File: config.mk
export PLATFORM = sky130hd
export DESIGN_NAME = owa_scaler
export DESIGN_NICKNAME = d
export VERILOG_FILES = /design/src/sv/owa_pkg.sv /design/src/sv/owa_scaler.sv
export SDC_FILE = /design/constraint.sdc
export NUM_CORES = 1
export LEC_CHECK = 0
export BUFFER_PORTS_ARGS = -buffer_cell sky130_fd_sc_hd__buf_2
export CAP_MARGIN = 30
export CORE_MARGIN = 2
export CORE_UTILIZATION = 50
export CTS_BUF_LIST = sky130_fd_sc_hd__clkbuf_4
export CTS_CLUSTER_SIZE = 20
export DETAILED_ROUTE_END_ITERATION = 10
export PLACE_DENSITY = 0.7
export SYNTH_ARGS = -nofsm -noshare
export SYNTH_HDL_FRONTEND = slang
export SYNTH_SLANG_ARGS = --single-unit
File: constraint.sdc
create_clock -name clk_i -period 17.3 [get_ports clk_i]
set_input_delay 1.73 -clock clk_i [delete_from_list [all_inputs] [get_ports clk_i]]
set_output_delay 1.73 -clock clk_i [all_outputs]
set_load 0.1 [all_outputs]
File: src/sv/owa_pkg.sv
`default_nettype none
// ============================================================================
// owa_pkg: shared types and constants of the oxygen window averager
// Holds the field widths, the calibration constants and the register indexes
// of the configuration port.
// ============================================================================
package owa_pkg;

  localparam int unsigned ByteW    = 8;
  localparam int unsigned ReadingW = 15;  // 255*100 + 255*10 + 255 = 28305
  localparam int unsigned KeyW     = 15;  // largest key is 16712
  localparam int unsigned ScaledW  = 29;
  localparam int unsigned SumW     = 36;
  localparam int unsigned CfgIdxW  = 2;

  // Default key: round(20.9 / 120 * 65536).
  localparam logic [KeyW-1:0] DefaultKey = 15'd11414;

  // key = (code*65536 + 500) / 1000. The numerator stays below 2^24, where
  // multiplying by ceil(2^34 / 1000) and dropping 34 bits gives the exact
  // quotient.
  localparam int unsigned KeyNumW   = 24;
  localparam int unsigned RecipW    = 25;
  localparam int unsigned KeyShift  = 34;
  localparam logic [RecipW-1:0]  KeyRecip = 25'd17179870;
  localparam logic [KeyNumW-1:0] KeyRound = 24'd500;

  localparam logic [ReadingW-1:0] WeightWhole  = 15'd100;
  localparam logic [ReadingW-1:0] WeightTenths = 15'd10;

  localparam logic [CfgIdxW-1:0] CfgKeyCode   = 2'd0;
  localparam logic [CfgIdxW-1:0] CfgWindowLen = 2'd1;

  localparam logic [ByteW-1:0] ResetWindowLen = 8'd10;

endpackage
`default_nettype wire

File: src/sv/owa_scaler.sv
`default_nettype none
// ============================================================================
// owa_scaler: calibration of one raw reading
// First stage forms the reading in hundredths and the key numerator product;
// second stage multiplies the reading by the Q16 key.
// ============================================================================
module owa_scaler (
  input  wire logic                         clk_i,
  input  wire logic                         load_i,
  input  wire logic [owa_pkg::ByteW-1:0]    whole_i,
  input  wire logic [owa_pkg::ByteW-1:0]    tenths_i,
  input  wire logic [owa_pkg::ByteW-1:0]    hundredths_i,
  input  wire logic [owa_pkg::ByteW-1:0]    key_code_i,
  output logic      [owa_pkg::ScaledW-1:0]  scaled_o
);

  localparam int unsigned ProdW = owa_pkg::KeyNumW + owa_pkg::RecipW;

  logic [owa_pkg::ReadingW-1:0] reading_d, reading_q;
  logic [owa_pkg::KeyNumW-1:0]  key_num;
  logic [ProdW-1:0]             key_prod_q;
  logic                         key_dflt_q;
  logic [owa_pkg::KeyW-1:0]     key;
  logic [2*owa_pkg::ReadingW-1:0] scaled_full;

  assign reading_d = owa_pkg::ReadingW'(whole_i) * owa_pkg::WeightWhole
                   + owa_pkg::ReadingW'(tenths_i) * owa_pkg::WeightTenths
                   + owa_pkg::ReadingW'(hundredths_i);

  assign key_num = {key_code_i, 16'h0000} + owa_pkg::KeyRound;

  always_ff @(posedge clk_i) begin
    if (load_i) begin
      reading_q  <= reading_d;
      key_prod_q <= ProdW'(key_num) * ProdW'(owa_pkg::KeyRecip);
      key_dflt_q <= (key_code_i == '0);
    end
  end

  assign key = key_dflt_q ? owa_pkg::DefaultKey
                          : key_prod_q[owa_pkg::KeyShift +: owa_pkg::KeyW];

  assign scaled_full = reading_q * key;

  // Free running: the result is registered from the loaded stage and then holds.
  always_ff @(posedge clk_i) begin
    scaled_o <= scaled_full[owa_pkg::ScaledW-1:0];
  end

endmodule
`default_nettype wire

==> impl_metrics.toml <==
[outcome]
outcome = "complete, no violations"

[die]
dieHeight_um = 175
initial_utilization = 0.507
fp.dieW_um = 175
core_mm2 = 0.0287
placement_rows = 62
floorplan.io_pins = 63
die-area_mm2 = 0.0305

[detailed_routing]
drt-initial-drc-count = 492
wire_per_inst_um = 15.0
vias_per_cell = 5.10
detailroute.via_count = 10200
total_drc_errors_in_the_routed_layout = 0
wl_um = 30000
first_pass_iters = 5
antenna_violating_nets_post_route = 0

[setup_path]
crit_required_ns = 17.63
cpMostUsedCell = "sky130_fd_sc_hd__fa_1"
worstPathMaxFanout = 18
cp_slowest_cell = "sky130_fd_sc_hd__nor2_1"
critical-path-max-stage-delay_ns = 0.85
crit_arrival_ns = 7.30
timing.critical_path.to_type = "flop"
path_cells = "nor2_1 > nor2b_1 > fa_1 > inv_1 > fa_1 > inv_1 > fa_1 > fa_1 > fa_1 > inv_1 > fa_1 > inv_1 > ha_1 > a2111o_1 > a211o_1 > nand4b_1 > a32o_1 > mux2i_1 > o221ai_1"
reg2reg_slack_ns = 10.33
cp-start-kind = "flop"
timing_worst_setup_path_type = "flop to flop"

[placed_design]
gp_congestion = 0.859
post-place-ws_ns = 9.94
portBuffers = 62
hpwl_um = 25200

[yosys]
synth.area.mux_share = 0.00215
synth_sequential_area_ratio = 0.104
synth_enable_flop_cells = 31
mappedNetlistNets = 2099
post-synth-top-area-cell = "sky130_fd_sc_hd__fa_1"
syn-instance-count = 1559
share_of_the_synthesized_area_in_compound_gates_ao_oa_aoi_oai = 0.0788
syn_area_per_cell_um2 = 9.34
synth_area_in_adders = 0.549
yosys.cell_types.count = 62
ys_async_sr_fraction = 0
combinational_family_with_the_most_area_after_synthesis = "adder cells"
yosys.area_share.simple = 0.124
synth_xor_xnor_area_share = 0.0379
top_post_synthesis_cells_by_area = "sky130_fd_sc_hd__fa_1, sky130_fd_sc_hd__ha_1, sky130_fd_sc_hd__inv_1"
postSynth.topFlopCell = "sky130_fd_sc_hd__edfxtp_1"
post_synth_instance_area_mm2 = 0.0146
synth_top_area_frac = 0.304
netlist_top_cells_count = "sky130_fd_sc_hd__inv_1, sky130_fd_sc_hd__ha_1, sky130_fd_sc_hd__fa_1"
synth.ff_latch_count = 60
ys.warnings.count = 0
synthMostInstantiatedCell = "sky130_fd_sc_hd__inv_1"

[clocking]
cts.reportedPaths.clkPinSlew_ns = 0.13
max-clock-path-buffers = 2
cts.repair_timing.setup_buffer_count = 0
clock_sink_count = 60
cts_buffers = 9
htree_levels = 3
cts_repair_resize_count = 0
ctsRootBufferMaster = "sky130_fd_sc_hd__clkbuf_4"
cts_tree = "done"
hold_buf_cts = 0
clk_latency_ns = 0.45

[layout]
area_growth_from_synthesis_to_layout_pct = 6.09
fin_nets = 2149
final_layout_size_suffix_gt1_frac = 0.0688

[timing]
period_share = 0.403
finalCriticalPeriod_ns = 6.97
timing.slew.headroom = 0.297
rsz0062_at_grt = "no"
finClkSkew_ns = 0.0189
max_clock_freq_mhz = 144
hold_viol = 0
final_max_slew_viol_count = 0
fin_setup_tns_ns = 0
post-route-worst-setup-slack_ns = 10.33
timing.final.setup_violations = 0
worst-slew-pin-transition_ns = 1.05

[global_routing]
vias_in_the_first_global_route = 10700
grt_overflow_total = 0
antenna_found_initial = 2
grt_usage = 0.206
grt_max_degree = 32
global_route_wire_length_before_repair_um = 51200

[hold_path]
timing.hold.worst.class = "flop to flop"

[run]
cap_viol_max_count = 0
==> stage by stage <==
stage               hold WS (ns)  instances  utilization  cell area [um2]
floorplan                  0.508       1559            -            14600
global placement           0.859       1979        0.532            15300
detailed placement         0.862       1981        0.533            15300
CTS                        0.881       1997        0.538            15400
global route               0.903       2000        0.538            15400
finish                     0.882       2000        0.538            15400
==> kinds of logic (layout without fill, tap and decap cells) <==
| logic type | after synthesis | after routing |
|---|---|---|
| multiplexers | 3 | 3 |
| flip-flops | 60 | 60 |
| adder cells (fa/ha/maj) | 506 | 506 |
| AO/OA/AOI/OAI | 165 | 165 |
| other | 0 | 2 |
| AND/OR/NAND/NOR | 355 | 355 |
| buffers and inverters | 407 | 462 |
| XOR/XNOR | 63 | 63 |
==> final timing paths <==
path	startpoint	endpoint	depth (start not counted)
setup / recovery	key_dflt_q$_DFFE_PP_	scaled_o[27]$_DFF_P_	19
hold / removal	key_prod_q[35]$_DFFE_PP_	scaled_o[1]$_DFF_P_	4
setup reg to reg	key_dflt_q$_DFFE_PP_	scaled_o[27]$_DFF_P_	19
hold reg to reg	key_prod_q[35]$_DFFE_PP_	scaled_o[1]$_DFF_P_	4
==> state kept, by name, indices dropped and copies added, names as in the netlist <==
register / flops
key_dflt_q: 1
reading_q: 15
scaled_o: 29
key_prod_q: 15
==> cell usage in the layout (no fill, tap or decap), types with 29 or more instances in the layout <==
cell type | synthesis | layout
sky130_fd_sc_hd__nand2_1 | 134 | 134
sky130_fd_sc_hd__fa_1 | 221 | 221
sky130_fd_sc_hd__nor2_1 | 36 | 36
sky130_fd_sc_hd__nor2b_1 | 55 | 55
sky130_fd_sc_hd__edfxtp_1 | 31 | 31
sky130_fd_sc_hd__ha_1 | 285 | 285
sky130_fd_sc_hd__inv_1 | 375 | 375
sky130_fd_sc_hd__and2_1 | 80 | 80
sky130_fd_sc_hd__a21oi_1 | 42 | 42
sky130_fd_sc_hd__xnor2_1 | 48 | 48
sky130_fd_sc_hd__buf_2 | 0 | 62
sky130_fd_sc_hd__dfxtp_1 | 29 | 29
==> layout make-up <==
| class | instances | area, um2 |
|---|---|---|
| Antenna cell | 2 | 5.00 |
| Clock buffer | 9 | 67.6 |
| Clock inverter | 7 | 76.3 |
| Fill cell | 2599 | 13300 |
| Inverter | 375 | 1410 |
| Multi-Input combinational cell | 1092 | 11500 |
| Sequential cell | 60 | 1510 |
| Tap cell | 384 | 480 |
| Timing Repair Buffer | 71 | 378 |
==> routing by layer <==
metal / wire, um / vias to the layer above / track usage
met5: 11 / - / 0
met4: 374 / 2 / 0.0406
met3: 1290 / 30 / 0.0274
met2: 14300 / 196 / 0.356
met1: 14000 / 4986 / 0.280
li1: - / 4988 / -
==> critical path, delay by kind of cell, from the launching register on <==
kind                     cells  cell delay, ns
adder cells (fa/ha/maj)      7            3.44
buffers and inverters        4            0.19
multiplexers                 1            0.21
AND/OR/NAND/NOR              3            1.18
flip-flops                   1            0.62
AO/OA/AOI/OAI                4            1.17
Power is left out: the tool's default activity adds up to more than one toggle a clock period on the data nets, which glitch-free logic cannot reach.
