### config.mk
export PLATFORM = sky130hd
export DESIGN_NAME = owa_divider
export DESIGN_NICKNAME = d
export VERILOG_FILES = /design/src/sv/owa_pkg.sv /design/src/sv/owa_divider.sv
export SDC_FILE = /design/constraint.sdc
export NUM_CORES = 1
export LEC_CHECK = 0
export ABC_AREA = 1
export ABC_CLOCK_PERIOD_IN_PS = 1580
export BUFFER_PORTS_ARGS = -buffer_cell sky130_fd_sc_hd__buf_4
export CORE_MARGIN = 3
export CORE_UTILIZATION = 35
export CTS_CLUSTER_SIZE = 12
export DETAILED_ROUTE_END_ITERATION = 7
export SLEW_MARGIN = 10
export SYNTH_ARGS = -nofsm -noshare
export SYNTH_HDL_FRONTEND = slang
export SYNTH_SLANG_ARGS = --single-unit
### constraint.sdc
create_clock -name clk_i -period 1.58 [get_ports clk_i]
set_input_delay 0.474 -clock clk_i [delete_from_list [all_inputs] [get_ports clk_i]]
set_output_delay 0.474 -clock clk_i [all_outputs]
set_load 0.005 [all_outputs]
### src/sv/owa_pkg.sv
`default_nettype none
// ============================================================================
// owa_pkg: shared types and constants of the oxygen window averager
// Holds the field widths, the calibration constants and the register indexes
// of the configuration port.
// ============================================================================
package owa_pkg;

  localparam int unsigned ByteW    = 8;
  localparam int unsigned ReadingW = 15;  // 255*100 + 255*10 + 255 = 28305
  localparam int unsigned KeyW     = 15;  // largest key is 16712
  localparam int unsigned ScaledW  = 29;
  localparam int unsigned SumW     = 36;
  localparam int unsigned CfgIdxW  = 2;

  // Default key: round(20.9 / 120 * 65536).
  localparam logic [KeyW-1:0] DefaultKey = 15'd11414;

  // key = (code*65536 + 500) / 1000. The numerator stays below 2^24, where
  // multiplying by ceil(2^34 / 1000) and dropping 34 bits gives the exact
  // quotient.
  localparam int unsigned KeyNumW   = 24;
  localparam int unsigned RecipW    = 25;
  localparam int unsigned KeyShift  = 34;
  localparam logic [RecipW-1:0]  KeyRecip = 25'd17179870;
  localparam logic [KeyNumW-1:0] KeyRound = 24'd500;

  localparam logic [ReadingW-1:0] WeightWhole  = 15'd100;
  localparam logic [ReadingW-1:0] WeightTenths = 15'd10;

  localparam logic [CfgIdxW-1:0] CfgKeyCode   = 2'd0;
  localparam logic [CfgIdxW-1:0] CfgWindowLen = 2'd1;

  localparam logic [ByteW-1:0] ResetWindowLen = 8'd10;

endpackage
`default_nettype wire

### src/sv/owa_divider.sv
`default_nettype none
// ============================================================================
// owa_divider: radix-2 restoring divider
// Divides the running sum by the fill count, one quotient bit per cycle.
// ============================================================================
module owa_divider #(
  parameter int unsigned DivW = 8
) (
  input  wire logic                      clk_i,
  input  wire logic                      rst_ni,
  input  wire logic                      start_i,
  input  wire logic [owa_pkg::SumW-1:0]  dividend_i,
  input  wire logic [DivW-1:0]           divisor_i,
  output logic                           done_o,
  output logic      [owa_pkg::SumW-1:0]  quotient_o
);

  localparam int unsigned CntW = $clog2(owa_pkg::SumW + 1);

  logic [CntW-1:0] cnt_q;
  logic            busy_q;
  logic [DivW-1:0] divisor_q;
  logic [DivW-1:0] rem_q;
  logic [DivW:0]   trial;
  logic            fits;

  assign trial = {rem_q, quotient_o[owa_pkg::SumW-1]};
  assign fits  = (trial >= {1'b0, divisor_q});

  always_ff @(posedge clk_i or negedge rst_ni) begin
    if (!rst_ni) begin
      busy_q <= 1'b0;
      done_o <= 1'b0;
      cnt_q  <= '0;
    end else begin
      // Done rises for one cycle after the last quotient bit is shifted in.
      done_o <= !start_i && busy_q && (cnt_q == CntW'(1));
      if (start_i) begin
        busy_q <= 1'b1;
        cnt_q  <= CntW'(owa_pkg::SumW);
      end else if (busy_q) begin
        cnt_q <= cnt_q - 1'b1;
        if (cnt_q == CntW'(1)) begin
          busy_q <= 1'b0;
        end
      end
    end
  end

  always_ff @(posedge clk_i) begin
    if (start_i) begin
      quotient_o <= dividend_i;
      divisor_q  <= divisor_i;
      rem_q      <= '0;
    end else if (busy_q) begin
      rem_q      <= fits ? DivW'(trial - {1'b0, divisor_q}) : trial[DivW-1:0];
      quotient_o <= {quotient_o[owa_pkg::SumW-2:0], fits};
    end
  end

endmodule
`default_nettype wire

==> impl.org <==
** Run status
- Status :: finished with violations
- Failing checks :: negative setup slack

** Yosys
- For this run, the number of Yosys warnings is 0.
- Area share of the largest cell type after synthesis :: 44.8%
- Netlist cell types :: 29
- Each instance of the synthesized netlist takes up on average approximately 9.0 um^2.
- Number of nets produced by synthesis :: 387
- Counting instances in the post-synthesis netlist gives the leading cell types as nand2_1, edfxtp_1, inv_1.
- Counting flops with a built-in enable in the synthesized netlist gives 44.
- Top flip-flop cell by instance count after synthesis :: edfxtp_1
- The biggest area contributor in the post-synthesis netlist is edfxtp_1.
- Post-synthesis register bit count :: 60
- The synthesized netlist occupies a cell area of between 2000 and 3000 um^2.
- Summing the sequential cell areas from Yosys gives between 50% and 60% of the chip area.
- Synthesis handed over a netlist of 329 instances.
- In the synthesized netlist the async set-or-reset flop fraction comes to between 10% and 20%.
- Sorting the synthesized cells by area gives the leading types as edfxtp_1, nand2_1, dfrtp_1.
- By instance count, the leading cell after synthesis is nand2_1.

** Placement
- Number of buffer cells added on primary ports :: 83
- Pre-CTS setup slack :: -0.0570 ns
- Once detailed placement completed, the half-perimeter wirelength came to about 5000 um.
- Final weighted congestion of routability-driven global placement :: just over 0.8

** GRT
- The number of antenna violations at the first check in global routing was 0.
- The number of global-route vias before repair came to approximately 2500.
- Largest net degree at the start of global routing :: 38
- Wire length of the first global-routing pass :: between 10000 and 15000 um
- Global route total overflow :: 0
- Global routing usage summed across all routing layers :: between 10% and 20%

** STA
- Timing would allow up to between 600 and 700 MHz.
- Final clock period utilization by the worst path :: 101%
- Count of endpoints failing setup in the final report :: 1
- Across the routed clock network, the largest skew measured is 0.0105 ns.
- RSZ-0062 raised after global routing :: true
- At the pin with the least slew margin, the transition time is ~0.33 ns.
- Measured against its own limit, the worst slew margin works out to around 78%.
- The number of max-slew violations in the final report came to 0.
- Counting I/O delays and the setup requirement, the final critical path takes 1.59 ns.
- Worst hold slack after final layout :: 0.311 ns
- Slack of the critical path :: -0.0133 ns
- Number of hold violations in the final report :: 0

** Clocking
- The H-tree was split into 3 levels.
- Clock latency reported for the late side of the worst-skew pair :: 0.34 ns
- TritonCTS built the clock tree.
- CTS clk-pin slew, worst paths :: 0.07 ns
- The clock passes through at most 2 buffers.
- Buffer cell driving the clock tree root :: clkbuf_8
- Clk sink count :: 60
- Clock tree synthesis inserted a total of 9 buffers.

** Critical path
- Along the worst path, the maximum fanout reaches 2.
- Setup slack on the worst reg-to-reg path comes out at -0.01 ns.
- For the worst setup path, the data required time is 1.81 ns.
- Kind of capture point of the worst setup path :: register
- Data on the critical path arrives at its endpoint at roughly 1.8 ns.
- The worst setup path is of the register to register kind.
- Launch instance of the worst register-to-register path :: divisor_q[0]$_DFFE_PP_
- Startpoint types :: register
- Counting cells, the worst reg-to-reg path comes to 9.
- Reg2reg end :: rem_q[4]$_SDFFE_PP0P_

** Final layout
- The area growth from synthesis to layout is 46.9%.
- The post-route netlist has between 30 and 40% of its cells at a drive strength greater than 1.
- Net count of the finished layout :: between 400 and 500
- The repair_antennas step left the layout with diodes totalling 0.

** Power and ir drop
- Logic pwr share :: about 37%
- Fraction of power spent switching nets :: around a third
- Switching power total :: 1.92 mW
- The worst-case IR drop observed on VDD is between 0.0005 and 0.0006 V.
- Pleak :: ~2.1 nW
- Internal Pwr Total :: about 3.9 mW
- Registers are responsible for between 30% and 40% of the overall power.
- For this design the ratio of total power to cell area is about 1300 nW/um^2.
- The design draws 5.78 mW.
- Clock share of power :: about a quarter

** Detailed routing
- Dividing the detail-routed wire length by the instance count gives 13.6 um.
- Number of search-and-repair iterations in the first detailed-routing pass :: 4
- The final route contains 2522 vias.
- The detail route stage leaves a number of antenna-violating nets equal to 0.
- For this run, design rule violations remaining after detail routing come to 0.
- Avg Vias per Cell :: 4.62
- After the first detailed-routing iteration, the DRC count stood at 144.
- After detailed routing, the total wire length is roughly 7400 um.

** Die
- The die is 97.8 um tall.
- Core Rows :: 32
- The die covers between 9000 and 10000 um^2.
- The floorplan step defined a core boundary enclosing roughly 8000 um^2.
- Die width :: 97.8 um
- Initial core utilization :: 37.0%
- For this design the top-level I/O count stands at 84.

** Worst hold path
- Hold-critical path endpoint :: divisor_q[6]$_DFFE_PP_
- Hold-critical path depth :: 1
- Startpoint of the most critical hold path :: divisor_i[6]
- Min-Delay Path Class :: primary input to register

** Flow run
- Across the run, the number of max-cap violations was 0.
==> worst max-delay path by stage <==
stage	slack (ns)	endpoint	from
finish	-0.01	rem_q[4]$_SDFFE_PP0P_	divisor_q[0]$_DFFE_PP_
global route	-0.12	rem_q[4]$_SDFFE_PP0P_	divisor_q[6]$_DFFE_PP_
CTS	0.004	quotient_o[0]$_DFFE_PP_	divisor_q[2]$_DFFE_PP_
detailed placement	-0.06	quotient_o[0]$_DFFE_PP_	divisor_q[6]$_DFFE_PP_
global placement	-0.03	rem_q[6]$_SDFFE_PP0P_	divisor_q[1]$_DFFE_PP_
floorplan	0.05	rem_q[4]$_SDFFE_PP0P_	quotient_o[35]$_DFFE_PP_
==> state kept, by name, summed over array words and instances (netlist names) <==
name,cells
busy_q,1
cnt_q,6
divisor_q,8
done_o,1
quotient_o,36
rem_q,8
==> layer usage <==
layer	global-route usage, %	routed length [um]	vias up
met5	0	0	-
met4	4.05	72	0
met3	7.14	554	8
met2	24.7	3560	68
met1	19.4	3230	1167
li1	-	-	1279
==> logic make-up after synthesis <==
group                      share of synthesized area (%)
AOI/OAI and AO/OA                                   2.67
xor gates and xnor gates                           0.891
adders and majority gates                           4.92
buffers and inverters                               5.00
DFF                                                 57.0
and+or+nand+nor                                     29.5
==> layout make-up <==
class	count	area (um^2)
fill	731	3630
multi-input combinational	232	1360
timing repair buffer	106	835
clock inverter	7	91.3
tap	102	128
sequential	60	1680
inverter	30	113
clock buffer	9	124
==> placed cells by master (no fill, tap or decap), types with 3 or more instances in the layout <==
cell      Yosys  routed
nor2_2        2       3
nand3_2       1       6
inv_2         4      12
dfxtp_1       8       7
nand2_4       2       3
o21ai_1       5       5
edfxtp_1     44      44
nor2_1        9       7
nand3_1      19      13
nand2_2       2       8
nand3b_1      7       7
buf_4         0     100
ha_4          0       8
inv_1        24      17
clkbuf_8      0       9
dfrtp_1       8       8
a21oi_1       5       5
buf_6         0       3
nand2_1     157     148
clkinv_2      0       3
nand2_8       0       3
==> through the flow <==
stage	area, um^2	util, %	instances	setup TNS [ns]
2_1_floorplan	2950	-	329	0
3_3_place_gp	3810	47.9	522	-0.257
3_5_place_dp	3810	47.9	522	-0.379
4_1_cts	4120	51.8	542	0
5_1_grt	4330	54.4	546	-0.798
6_report	4330	54.4	546	-0.0133
==> worst max-delay path, stage by stage, from the launching register on <==
cell	delay, ns
edfxtp_1	0.42
ha_4	0.19
fa_2	0.39
inv_2	0.08
nand3_2	0.06
nand3_2	0.08
xnor2_2	0.10
nand2_1	0.06
nand3_1	0.07
nand2_1	0.05
==> power by group through the flow <==
stage	logic (mW)	clock network, mW	registers [mW]
2_1_floorplan	0.986	0	2.08
3_3_place_gp	1.56	0	2.11
3_5_place_dp	1.57	0	2.11
4_1_cts	1.73	1.55	2.10
5_1_grt	2.36	1.63	2.15
6_report	2.14	1.52	2.13
==> timing repair <==
action	CTS	global route
pin swaps	1	15
setup buffers	2	4
endpoints found under the setup margin	9	9
endpoints found under the hold margin	8	0
gates cloned	1	0
hold buffers	1	0
resized for setup	10	39
Power figures use the tool's default switching activity.
